**src/rtl/crsd_pkg.sv**
```systemverilog
`timescale 1ns / 1ps

package crsd_pkg;

  localparam int unsigned COORD_BITS = 11;
  localparam int unsigned CHAN_BITS  = 8;
  localparam int unsigned RUN_BITS   = 11;

  localparam logic [RUN_BITS-1:0]   RUN_MAX    = {RUN_BITS{1'b1}};
  localparam logic [CHAN_BITS-1:0]  EDGE_DIFF  = CHAN_BITS'(50);
  localparam logic [CHAN_BITS-1:0]  DARK_LIMIT = CHAN_BITS'(155);
  localparam logic [COORD_BITS-1:0] EDGE_MIN_COL = COORD_BITS'(1);

  localparam logic [CHAN_BITS-1:0] RED_THR_RST   = CHAN_BITS'(200);
  localparam logic [CHAN_BITS-1:0] GREEN_THR_RST = CHAN_BITS'(170);
  localparam logic [CHAN_BITS-1:0] BLUE_THR_RST  = CHAN_BITS'(170);
  localparam logic [RUN_BITS-1:0]  MIN_RUN_RST   = RUN_BITS'(10);

  localparam int unsigned CFG_DATA_BITS = RUN_BITS;

  typedef enum logic [1:0] {
    CfgRedThr   = 2'd0,
    CfgGreenThr = 2'd1,
    CfgBlueThr  = 2'd2,
    CfgMinRun   = 2'd3
  } cfg_idx_e;

  typedef enum logic {
    KindRun  = 1'b0,
    KindEdge = 1'b1
  } seg_kind_e;

  typedef struct packed {
    logic [COORD_BITS-1:0] col;
    logic [COORD_BITS-1:0] row;
    logic [CHAN_BITS-1:0]  red;
    logic [CHAN_BITS-1:0]  green;
    logic [CHAN_BITS-1:0]  blue;
    logic                  column_start;
  } pix_in_t;

  typedef struct packed {
    logic                  kind;
    logic [COORD_BITS-1:0] start_col;
    logic [COORD_BITS-1:0] start_row;
    logic [COORD_BITS-1:0] end_col;
    logic [COORD_BITS-1:0] end_row;
    logic                  last;
  } seg_out_t;

  typedef struct packed {
    logic [CHAN_BITS-1:0] red_thr;
    logic [CHAN_BITS-1:0] green_thr;
    logic [CHAN_BITS-1:0] blue_thr;
    logic [RUN_BITS-1:0]  min_run;
  } cfg_t;

  // results caused by one pixel, edge result delivered first
  typedef struct packed {
    logic     edge_vld;
    logic     run_vld;
    seg_out_t edge_res;
    seg_out_t run_res;
  } res_pair_t;

endpackage

```
**src/rtl/column_run_segment_detector.sv**
```systemverilog
`timescale 1ns / 1ps

// Column run and segment detector.
// Input channel: in_valid_i / in_stall_o / in_data_i carries one RGB pixel per
// request, column-major, with column_start set on the first pixel of a column.
// Output channel: out_valid_o / out_stall_i / out_data_o carries one segment
// per request; a pixel yields zero, one or two segments (edge before run), and
// the last one it yields has last set.
// Configuration: cfg_we_i writes cfg_wdata_i into the threshold or minimum run
// register chosen by cfg_idx_i; only write while the block is idle.
// A pixel taken is held in the input register and evaluated there; its
// segments enter the queue once the queue has room for two, and the queue's
// head drives the output, so a full queue can hold the pixel in between.
// Throughput: one pixel per cycle while the queue has room; the rate is set by
// the output port, which moves one segment per cycle when not stalled, so
// pixels that yield two segments use the output port for each of them.
// A four-entry result queue separates the two sides; in_stall_o rises when the
// queue cannot take two more segments and a pixel is waiting.
// Reset clears all detector state, loads the default register values and
// empties the queue. An output stall holds the head segment stable.
module column_run_segment_detector (
  input  logic                                  clk_i,
  input  logic                                  rst_ni,
  input  logic                                  in_valid_i,
  output logic                                  in_stall_o,
  input  crsd_pkg::pix_in_t                     in_data_i,
  output logic                                  out_valid_o,
  input  logic                                  out_stall_i,
  output crsd_pkg::seg_out_t                    out_data_o,
  input  logic                                  cfg_we_i,
  input  crsd_pkg::cfg_idx_e                    cfg_idx_i,
  input  logic [crsd_pkg::CFG_DATA_BITS-1:0]    cfg_wdata_i
);
  import crsd_pkg::*;

  cfg_t      cfg_q;
  pix_in_t   pix_q;
  logic      pix_vld_q, pix_vld_d;
  logic      room, step, in_acc;
  res_pair_t pair;

  assign step       = pix_vld_q && room;
  assign in_stall_o = pix_vld_q && !room;
  assign in_acc     = in_valid_i && !in_stall_o;

  always_comb begin
    pix_vld_d = pix_vld_q;
    if (in_acc) begin
      pix_vld_d = 1'b1;
    end else if (step) begin
      pix_vld_d = 1'b0;
    end
  end

  always_ff @(posedge clk_i) begin
    if (in_acc) begin
      pix_q <= in_data_i;
    end
  end

  always_ff @(posedge clk_i or negedge rst_ni) begin
    if (!rst_ni) begin
      pix_vld_q       <= 1'b0;
      cfg_q.red_thr   <= RED_THR_RST;
      cfg_q.green_thr <= GREEN_THR_RST;
      cfg_q.blue_thr  <= BLUE_THR_RST;
      cfg_q.min_run   <= MIN_RUN_RST;
    end else begin
      pix_vld_q <= pix_vld_d;
      if (cfg_we_i) begin
        unique case (cfg_idx_i)
          CfgRedThr:   cfg_q.red_thr   <= cfg_wdata_i[CHAN_BITS-1:0];
          CfgGreenThr: cfg_q.green_thr <= cfg_wdata_i[CHAN_BITS-1:0];
          CfgBlueThr:  cfg_q.blue_thr  <= cfg_wdata_i[CHAN_BITS-1:0];
          CfgMinRun:   cfg_q.min_run   <= cfg_wdata_i[RUN_BITS-1:0];
          default:     ;
        endcase
      end
    end
  end

  crsd_core u_core (
    .clk_i  (clk_i),
    .rst_ni (rst_ni),
    .step_i (step),
    .pix_i  (pix_q),
    .cfg_i  (cfg_q),
    .res_o  (pair)
  );

  crsd_outq u_outq (
    .clk_i       (clk_i),
    .rst_ni      (rst_ni),
    .push_i      (step),
    .pair_i      (pair),
    .room_o      (room),
    .out_valid_o (out_valid_o),
    .out_stall_i (out_stall_i),
    .out_data_o  (out_data_o)
  );

endmodule

```
**src/rtl/crsd_core.sv**
```systemverilog
`timescale 1ns / 1ps

module crsd_core (
  input  logic               clk_i,
  input  logic               rst_ni,
  input  logic               step_i,
  input  crsd_pkg::pix_in_t  pix_i,
  input  crsd_pkg::cfg_t     cfg_i,
  output crsd_pkg::res_pair_t res_o
);
  import crsd_pkg::*;

  logic [RUN_BITS-1:0]   run_len_q, run_len_d;
  logic [COORD_BITS-1:0] run_col_q, run_col_d;
  logic [COORD_BITS-1:0] run_row_q, run_row_d;
  logic [CHAN_BITS-1:0]  ref_r_q, ref_r_d;
  logic [CHAN_BITS-1:0]  ref_g_q, ref_g_d;
  logic [CHAN_BITS-1:0]  ref_b_q, ref_b_d;
  logic                  ref_vld_q, ref_vld_d;
  logic                  reload_q, reload_d;
  logic                  edge_open_q, edge_open_d;
  logic [COORD_BITS-1:0] edge_col_q, edge_col_d;
  logic [COORD_BITS-1:0] edge_row_q, edge_row_d;

  // state as seen after a column start clears it
  logic [RUN_BITS-1:0]   run_len_c;
  logic [COORD_BITS-1:0] run_col_c, run_row_c;
  logic                  ref_vld_c, reload_c, edge_open_c;

  logic [CHAN_BITS-1:0] dr, dg, db;
  logic                 all_near, all_far, dark, bright;

  always_comb begin
    dr = (ref_r_q > pix_i.red)   ? ref_r_q - pix_i.red   : pix_i.red   - ref_r_q;
    dg = (ref_g_q > pix_i.green) ? ref_g_q - pix_i.green : pix_i.green - ref_g_q;
    db = (ref_b_q > pix_i.blue)  ? ref_b_q - pix_i.blue  : pix_i.blue  - ref_b_q;
    all_near = (dr < EDGE_DIFF) && (dg < EDGE_DIFF) && (db < EDGE_DIFF);
    all_far  = (dr > EDGE_DIFF) && (dg > EDGE_DIFF) && (db > EDGE_DIFF);
    dark     = (pix_i.red < DARK_LIMIT) && (pix_i.green < DARK_LIMIT) &&
               (pix_i.blue < DARK_LIMIT);
    bright   = (pix_i.red > cfg_i.red_thr) && (pix_i.green > cfg_i.green_thr) &&
               (pix_i.blue > cfg_i.blue_thr);
  end

  always_comb begin
    run_len_c   = pix_i.column_start ? '0   : run_len_q;
    run_col_c   = pix_i.column_start ? '0   : run_col_q;
    run_row_c   = pix_i.column_start ? '0   : run_row_q;
    ref_vld_c   = pix_i.column_start ? 1'b0 : ref_vld_q;
    reload_c    = pix_i.column_start ? 1'b1 : reload_q;
    edge_open_c = pix_i.column_start ? 1'b0 : edge_open_q;

    ref_r_d     = ref_r_q;
    ref_g_d     = ref_g_q;
    ref_b_d     = ref_b_q;
    ref_vld_d   = ref_vld_c;
    reload_d    = reload_c;
    edge_open_d = edge_open_c;
    edge_col_d  = edge_col_q;
    edge_row_d  = edge_row_q;

    res_o.edge_vld           = 1'b0;
    res_o.edge_res.kind      = KindEdge;
    res_o.edge_res.start_col = edge_col_q;
    res_o.edge_res.start_row = edge_row_q;
    res_o.edge_res.end_col   = pix_i.col;
    res_o.edge_res.end_row   = pix_i.row - COORD_BITS'(1);

    // color-edge detector
    if (!ref_vld_c || reload_c) begin
      reload_d   = 1'b0;
      edge_col_d = pix_i.col;
      edge_row_d = pix_i.row;
      if (!ref_vld_c || all_near) begin
        ref_r_d   = pix_i.red;
        ref_g_d   = pix_i.green;
        ref_b_d   = pix_i.blue;
        ref_vld_d = 1'b1;
      end
      edge_open_d = 1'b0;
    end else if (all_far) begin
      if (edge_open_c) begin
        res_o.edge_vld = (pix_i.col > EDGE_MIN_COL) && dark;
        edge_open_d    = 1'b0;
        reload_d       = 1'b1;
      end else begin
        edge_open_d = 1'b1;
        edge_col_d  = pix_i.col;
        edge_row_d  = pix_i.row;
        ref_r_d     = pix_i.red;
        ref_g_d     = pix_i.green;
        ref_b_d     = pix_i.blue;
      end
    end else if (!edge_open_c) begin
      reload_d = 1'b1;
    end

    // bright-run detector
    res_o.run_vld           = 1'b0;
    res_o.run_res.kind      = KindRun;
    res_o.run_res.start_col = run_col_c;
    res_o.run_res.start_row = run_row_c;
    res_o.run_res.end_col   = pix_i.col;
    res_o.run_res.end_row   = pix_i.row;
    res_o.run_res.last      = 1'b1;
    run_len_d = run_len_c;
    run_col_d = run_col_c;
    run_row_d = run_row_c;
    if (bright) begin
      if (run_len_c == '0) begin
        run_col_d = pix_i.col;
        run_row_d = pix_i.row;
      end
      if (run_len_c != RUN_MAX) begin
        run_len_d = run_len_c + RUN_BITS'(1);
      end
    end else begin
      res_o.run_vld = run_len_c > cfg_i.min_run;
      run_len_d     = '0;
      run_col_d     = '0;
      run_row_d     = '0;
    end

    res_o.edge_res.last = !res_o.run_vld;
  end

  always_ff @(posedge clk_i or negedge rst_ni) begin
    if (!rst_ni) begin
      run_len_q   <= '0;
      run_col_q   <= '0;
      run_row_q   <= '0;
      ref_r_q     <= '0;
      ref_g_q     <= '0;
      ref_b_q     <= '0;
      ref_vld_q   <= 1'b0;
      reload_q    <= 1'b1;
      edge_open_q <= 1'b0;
      edge_col_q  <= '0;
      edge_row_q  <= '0;
    end else if (step_i) begin
      run_len_q   <= run_len_d;
      run_col_q   <= run_col_d;
      run_row_q   <= run_row_d;
      ref_r_q     <= ref_r_d;
      ref_g_q     <= ref_g_d;
      ref_b_q     <= ref_b_d;
      ref_vld_q   <= ref_vld_d;
      reload_q    <= reload_d;
      edge_open_q <= edge_open_d;
      edge_col_q  <= edge_col_d;
      edge_row_q  <= edge_row_d;
    end
  end

endmodule

```
**src/rtl/crsd_outq.sv**
```systemverilog
`timescale 1ns / 1ps

module crsd_outq (
  input  logic                clk_i,
  input  logic                rst_ni,
  input  logic                push_i,
  input  crsd_pkg::res_pair_t pair_i,
  output logic                room_o,
  output logic                out_valid_o,
  input  logic                out_stall_i,
  output crsd_pkg::seg_out_t  out_data_o
);
  import crsd_pkg::*;

  localparam int unsigned Depth = 4;
  localparam int unsigned PtrW  = $clog2(Depth);
  localparam int unsigned CntW  = PtrW + 1;

  seg_out_t          mem_q [Depth];
  logic [PtrW-1:0]   wr_ptr_q, wr_ptr_d;
  logic [PtrW-1:0]   rd_ptr_q, rd_ptr_d;
  logic [CntW-1:0]   cnt_q, cnt_d;
  logic              pop;
  logic              wr_one, wr_two;
  seg_out_t          first_res;
  logic [PtrW-1:0]   wr_ptr_nx;

  assign wr_one    = push_i && (pair_i.edge_vld || pair_i.run_vld);
  assign wr_two    = push_i && pair_i.edge_vld && pair_i.run_vld;
  assign first_res = pair_i.edge_vld ? pair_i.edge_res : pair_i.run_res;
  assign wr_ptr_nx = wr_ptr_q + PtrW'(1);

  // room for the two results a pixel may cause
  assign room_o      = cnt_q <= CntW'(Depth - 2);
  assign out_valid_o = cnt_q != '0;
  assign out_data_o  = mem_q[rd_ptr_q];
  assign pop         = out_valid_o && !out_stall_i;

  always_comb begin
    wr_ptr_d = wr_ptr_q;
    if (wr_two) begin
      wr_ptr_d = wr_ptr_q + PtrW'(2);
    end else if (wr_one) begin
      wr_ptr_d = wr_ptr_nx;
    end
    rd_ptr_d = pop ? rd_ptr_q + PtrW'(1) : rd_ptr_q;
    cnt_d    = cnt_q + CntW'(wr_one) + CntW'(wr_two) - CntW'(pop);
  end

  always_ff @(posedge clk_i) begin
    if (wr_one) begin
      mem_q[wr_ptr_q] <= first_res;
    end
    if (wr_two) begin
      mem_q[wr_ptr_nx] <= pair_i.run_res;
    end
  end

  always_ff @(posedge clk_i or negedge rst_ni) begin
    if (!rst_ni) begin
      wr_ptr_q <= '0;
      rd_ptr_q <= '0;
      cnt_q    <= '0;
    end else begin
      wr_ptr_q <= wr_ptr_d;
      rd_ptr_q <= rd_ptr_d;
      cnt_q    <= cnt_d;
    end
  end

endmodule

```
**config.mk**
```make
export PLATFORM = sky130hd
export DESIGN_NAME = column_run_segment_detector
export DESIGN_NICKNAME = d
export VERILOG_FILES = /design/src/rtl/crsd_pkg.sv /design/src/rtl/column_run_segment_detector.sv /design/src/rtl/crsd_core.sv /design/src/rtl/crsd_outq.sv
export SDC_FILE = /design/constraint.sdc
export NUM_CORES = 1
export LEC_CHECK = 0
export ABC_CLOCK_PERIOD_IN_PS = 4110
export BUFFER_PORTS_ARGS = -buffer_cell sky130_fd_sc_hd__buf_2
export CAP_MARGIN = 10
export CORE_ASPECT_RATIO = 0.5
export CORE_MARGIN = 4
export CORE_UTILIZATION = 40
export DETAILED_ROUTE_END_ITERATION = 10
export GPL_TIMING_DRIVEN = 0
export PLACE_DENSITY = 0.56
export SLEW_MARGIN = 5
export SYNTH_ARGS = -nofsm -noshare
export SYNTH_HDL_FRONTEND = slang
export SYNTH_SLANG_ARGS = --single-unit
export TNS_END_PERCENT = 1
```
**constraint.sdc**
```tcl
create_clock -name clk_i -period 4.11 [get_ports clk_i]
set_input_delay 0.411 -clock clk_i [delete_from_list [all_inputs] [get_ports clk_i]]
set_output_delay 0.411 -clock clk_i [all_outputs]
set_load 0.005 [all_outputs]
```
==> flow_summary.json <==
{
  "first_pass_iteration_count_of_the_detailed_router": 6,
  "grt_pass1_wl_um": 91900,
  "place_inst": 2593,
  "initial_core_util": 0.411,
  "finalSetupViolCount": 181,
  "clockRootBuffer": "sky130_fd_sc_hd__clkbuf_16",
  "antenna_found_initial": 2,
  "place_congestion": 0.865,
  "areaGrowthSynthToFinish_pct": 18.9,
  "ctsLongestPathBuffers": 3,
  "slew_headroom": 0.281,
  "power.density_cell_area_nw_per_um2": 699,
  "critPathRequiredTime_ns": 4.53,
  "vdd.ir_drop.worst_uv": 432,
  "rows": 57,
  "synth_flop_cell": "sky130_fd_sc_hd__edfxtp_1",
  "dpl_cell_area_um2": 21800,
  "failed_checks": "setup timing",
  "synthTopCellsByCount": "sky130_fd_sc_hd__edfxtp_1 (223), sky130_fd_sc_hd__nand2_1 (133), sky130_fd_sc_hd__dfrtp_1 (111)",
  "detailed_route_via_count": 15500,
  "worst_setup_path_start_kind": "flip-flop",
  "hold_viol_final": 0,
  "synthesis.area_um2": 20200,
  "fraction_of_post_synthesis_cell_area_in_the_top_cell_type_by_area": 0.331,
  "total_power_mw": 16.8,
  "avgSynthCellArea_um2": 11.3,
  "max_clock_freq_mhz": 230,
  "die-height_um": 167,
  "finalClockSkew_ns": 0.0254,
  "wirelength_um": 58600,
  "htree_num_levels": 2,
  "number_of_synthesized_register_bits": 356,
  "status": "finished, violations left",
  "instances_no_fill": 2706,
  "rsz_0062_raised_after_global_routing": "true",
  "drive_above_1_share": 0.238,
  "io_pins": 113,
  "detail_routed_net_length_per_standard_cell_um": 21.6,
  "cts_inserted_buffers": 37,
  "yosys-top-cells-area": "sky130_fd_sc_hd__edfxtp_1 (33%), sky130_fd_sc_hd__dfrtp_1 (14%), sky130_fd_sc_hd__ha_1 (5.5%)",
  "post-route-period-util": 1.06,
  "holdCritPathClass": "primary input to flip-flop",
  "clock_sinks": 356,
  "remaining_drc_errors": 0,
  "diodes": 0,
  "nets": 2161,
  "yosys.area.top_type": "sky130_fd_sc_hd__edfxtp_1",
  "post-route-cell-area_um2": 24100,
  "maximum_number_of_pins_on_one_net_before_global_route_repair": 67,
  "clk_transition_reported_paths_ns": 0.06,
  "path_max_fanout": 6,
  "synth_enable_flop_cells": 223,
  "synth_fp_nets": 1959,
  "hold_slack_ns": 0.0350,
  "post_drt_via_cell_ratio": 5.74,
  "die_w_um": 326,
  "fillerInstances": 4500,
  "post_synth_inst_count": 1797,
  "clock_latency_on_the_worst_skew_pair_ns": 0.55,
  "drv.max_cap_violation_count": 0,
  "globalRoute.totalOverflow": 0,
  "asyncSetResetFlopFracSynth": 0.351,
  "detailedPlacementHpwl_um": 41000,
  "report.final.slew_viol_count": 0,
  "critical_path_arrival_ns": 4.77,
  "netlist-cell-type-count": 86,
  "core-area_um2": 49300,
  "die-area_um2": 54500,
  "sequential_area_share_after_synthesis": 0.494,
  "timing.critical_path.to_type": "flip-flop",
  "drt_iter0_markers": 1486,
  "fin_crit_ns": 4.35,
  "yosysWarningCount": 0,
  "timing.setup.critical_path_class": "flip-flop to flip-flop",
  "via_count_of_the_first_global_routing_pass": 15800,
  "power.static_leakage_nw": 9.10,
  "post-synth-top-count-cell": "sky130_fd_sc_hd__edfxtp_1",
  "groute.usage.overall": 0.213,
  "tritoncts": "yes",
  "drtAntennaViolNets": 0,
  "worst_pin_slew_ns": 1.08,
  "fin_ws_ns": -0.244,
  "placement.io_buffers": 112
}
## power breakdown
part | switching (mW) | internal, mW | total, mW
combinational | 4.71 | 3.66 | 8.36
clock | 1.46 | 1.95 | 3.41
sequential | 0.573 | 4.46 | 5.03
total | 6.74 | 10.1 | 16.8
## layout by cell type (no fill, tap or decap), drive strengths merged, types with 7 or more instances in the layout
master / netlist / layout
o211ai: 7 / 7
mux2i: 25 / 25
mux2: 57 / 57
xor2: 7 / 7
buf: 52 / 214
xnor2: 7 / 7
or3: 16 / 16
o31ai: 9 / 9
edfxtp: 223 / 223
nand4: 20 / 20
nor2b: 85 / 85
mux4: 46 / 46
ha: 89 / 89
nor4: 27 / 27
a32oi: 17 / 17
nand2: 133 / 133
fa: 8 / 8
a211oi: 10 / 10
dfrtp: 111 / 111
inv: 106 / 104
clkbuf: 66 / 124
o21ai: 111 / 111
a221o: 8 / 8
nand3: 16 / 16
o21a: 12 / 12
and2: 13 / 13
nor3: 32 / 32
and4: 7 / 7
a22oi: 92 / 92
nor2: 62 / 62
o22ai: 92 / 92
a22o: 29 / 29
nand3b: 13 / 13
dfstp: 14 / 14
dfxtp: 8 / 8
nand2b: 10 / 10
clkinv: 0 / 7
a21oi: 67 / 67
a21o: 30 / 30
## cell type report
class | count | area, um^2 | area share
plain buffers | 117 | 709 | 0.0295
clock buffers | 58 | 1120 | 0.0465
clock inverters | 10 | 104 | 0.00432
inverters | 106 | 418 | 0.0174
multi-input cells | 1217 | 9780 | 0.406
flip-flops and latches | 356 | 10000 | 0.416
well taps | 678 | 848 | 0.0353
repair buffers | 164 | 1080 | 0.0447
## critical path: stages (launching register included)
cell and delay (ns):
sky130_fd_sc_hd__edfxtp_1 0.46, sky130_fd_sc_hd__ha_4 0.19, sky130_fd_sc_hd__inv_4 0.03, sky130_fd_sc_hd__fa_2 0.38, sky130_fd_sc_hd__a211oi_4 0.28, sky130_fd_sc_hd__nor3_4 0.09, sky130_fd_sc_hd__o41a_4 0.42, sky130_fd_sc_hd__nor4b_4 0.37
sky130_fd_sc_hd__o32ai_2 0.16, sky130_fd_sc_hd__a22oi_2 0.17, sky130_fd_sc_hd__buf_6 0.16, sky130_fd_sc_hd__o21ai_4 0.07, sky130_fd_sc_hd__nor3_4 0.16, sky130_fd_sc_hd__o21ai_2 0.10, sky130_fd_sc_hd__ha_1 0.32, sky130_fd_sc_hd__inv_2 0.04
sky130_fd_sc_hd__fa_2 0.35, sky130_fd_sc_hd__fa_2 0.34, sky130_fd_sc_hd__xnor2_1 0.13
## what timing repair did
| item | 4_1_cts | 5_1_grt |
|---|---|---|
| pin swaps | 27 | 22 |
| buffers inserted | 25 | 19 |
| setup endpoints to repair | 402 | 395 |
| resized for setup | 76 | 112 |
| endpoints found under the hold margin | 46 | 0 |
| hold buffers | 1 | 0 |
| cloned | 1 | 0 |
## per-stage QoR
stage | util | TNS [ns] | worst slack [ns]
after floorplan | - | -6.07 | -0.0384
after global placement | 0.440 | -469.31 | -1.74
final | 0.488 | -17.35 | -0.244
after CTS | 0.478 | -41.63 | -0.328
after global routing | 0.488 | -56.31 | -0.393
after detailed placement | 0.443 | -328.10 | -1.28
## state kept, by name, indices dropped and copies added (netlist names), 2 cells and up
name and count:
u_core.ref_g_q 8, u_core.edge_col_q 11, cfg_q 35, u_core.edge_row_q 11, u_outq.rd_ptr_q 2, u_outq.wr_ptr_q 2, u_core.run_col_q 11, pix_q 47
u_core.ref_b_q 8, u_core.run_len_q 11, u_outq.mem_q 184, u_core.run_row_q 11, u_outq.cnt_q 3, u_core.ref_r_q 8
## path summary, 6_finish.rpt
path | start | to | slack, ns | cells past startpoint
min | in_data_i[46] | pix_q[46] | 0.03 | 1
max reg2reg | pix_q[9] | u_outq.cnt_q[2] | -0.24 | 18
max | pix_q[9] | u_outq.cnt_q[2] | -0.24 | 18
min reg2reg | u_outq.mem_q[2][45] | u_outq.mem_q[2][45] | 0.48 | 2
min in group asynchronous | rst_ni | u_core.ref_g_q[2] | 0.44 | 2
max in group asynchronous | rst_ni | u_core.run_col_q[1] | 2.90 | 3
## per-layer routing
layer / part of all wire / up-vias / GRT usage
met5: 0.00036 / - / 0
met4: 0.024 / 4 / 0.0559
met3: 0.071 / 120 / 0.0407
met2: 0.48 / 549 / 0.358
met1: 0.43 / 7606 / 0.285
li1: - / 7255 / -
## logic make-up after synthesis
kind of cell / count (synthesis) / synth area share
xor+xnor: 14 / 0.00606
flops: 356 / 0.494
buf+inv: 224 / 0.0458
fa+ha+maj: 98 / 0.0635
simple gates: 457 / 0.121
compound gates: 520 / 0.174
mux: 128 / 0.0955
Power figures use the tool's default switching activity.
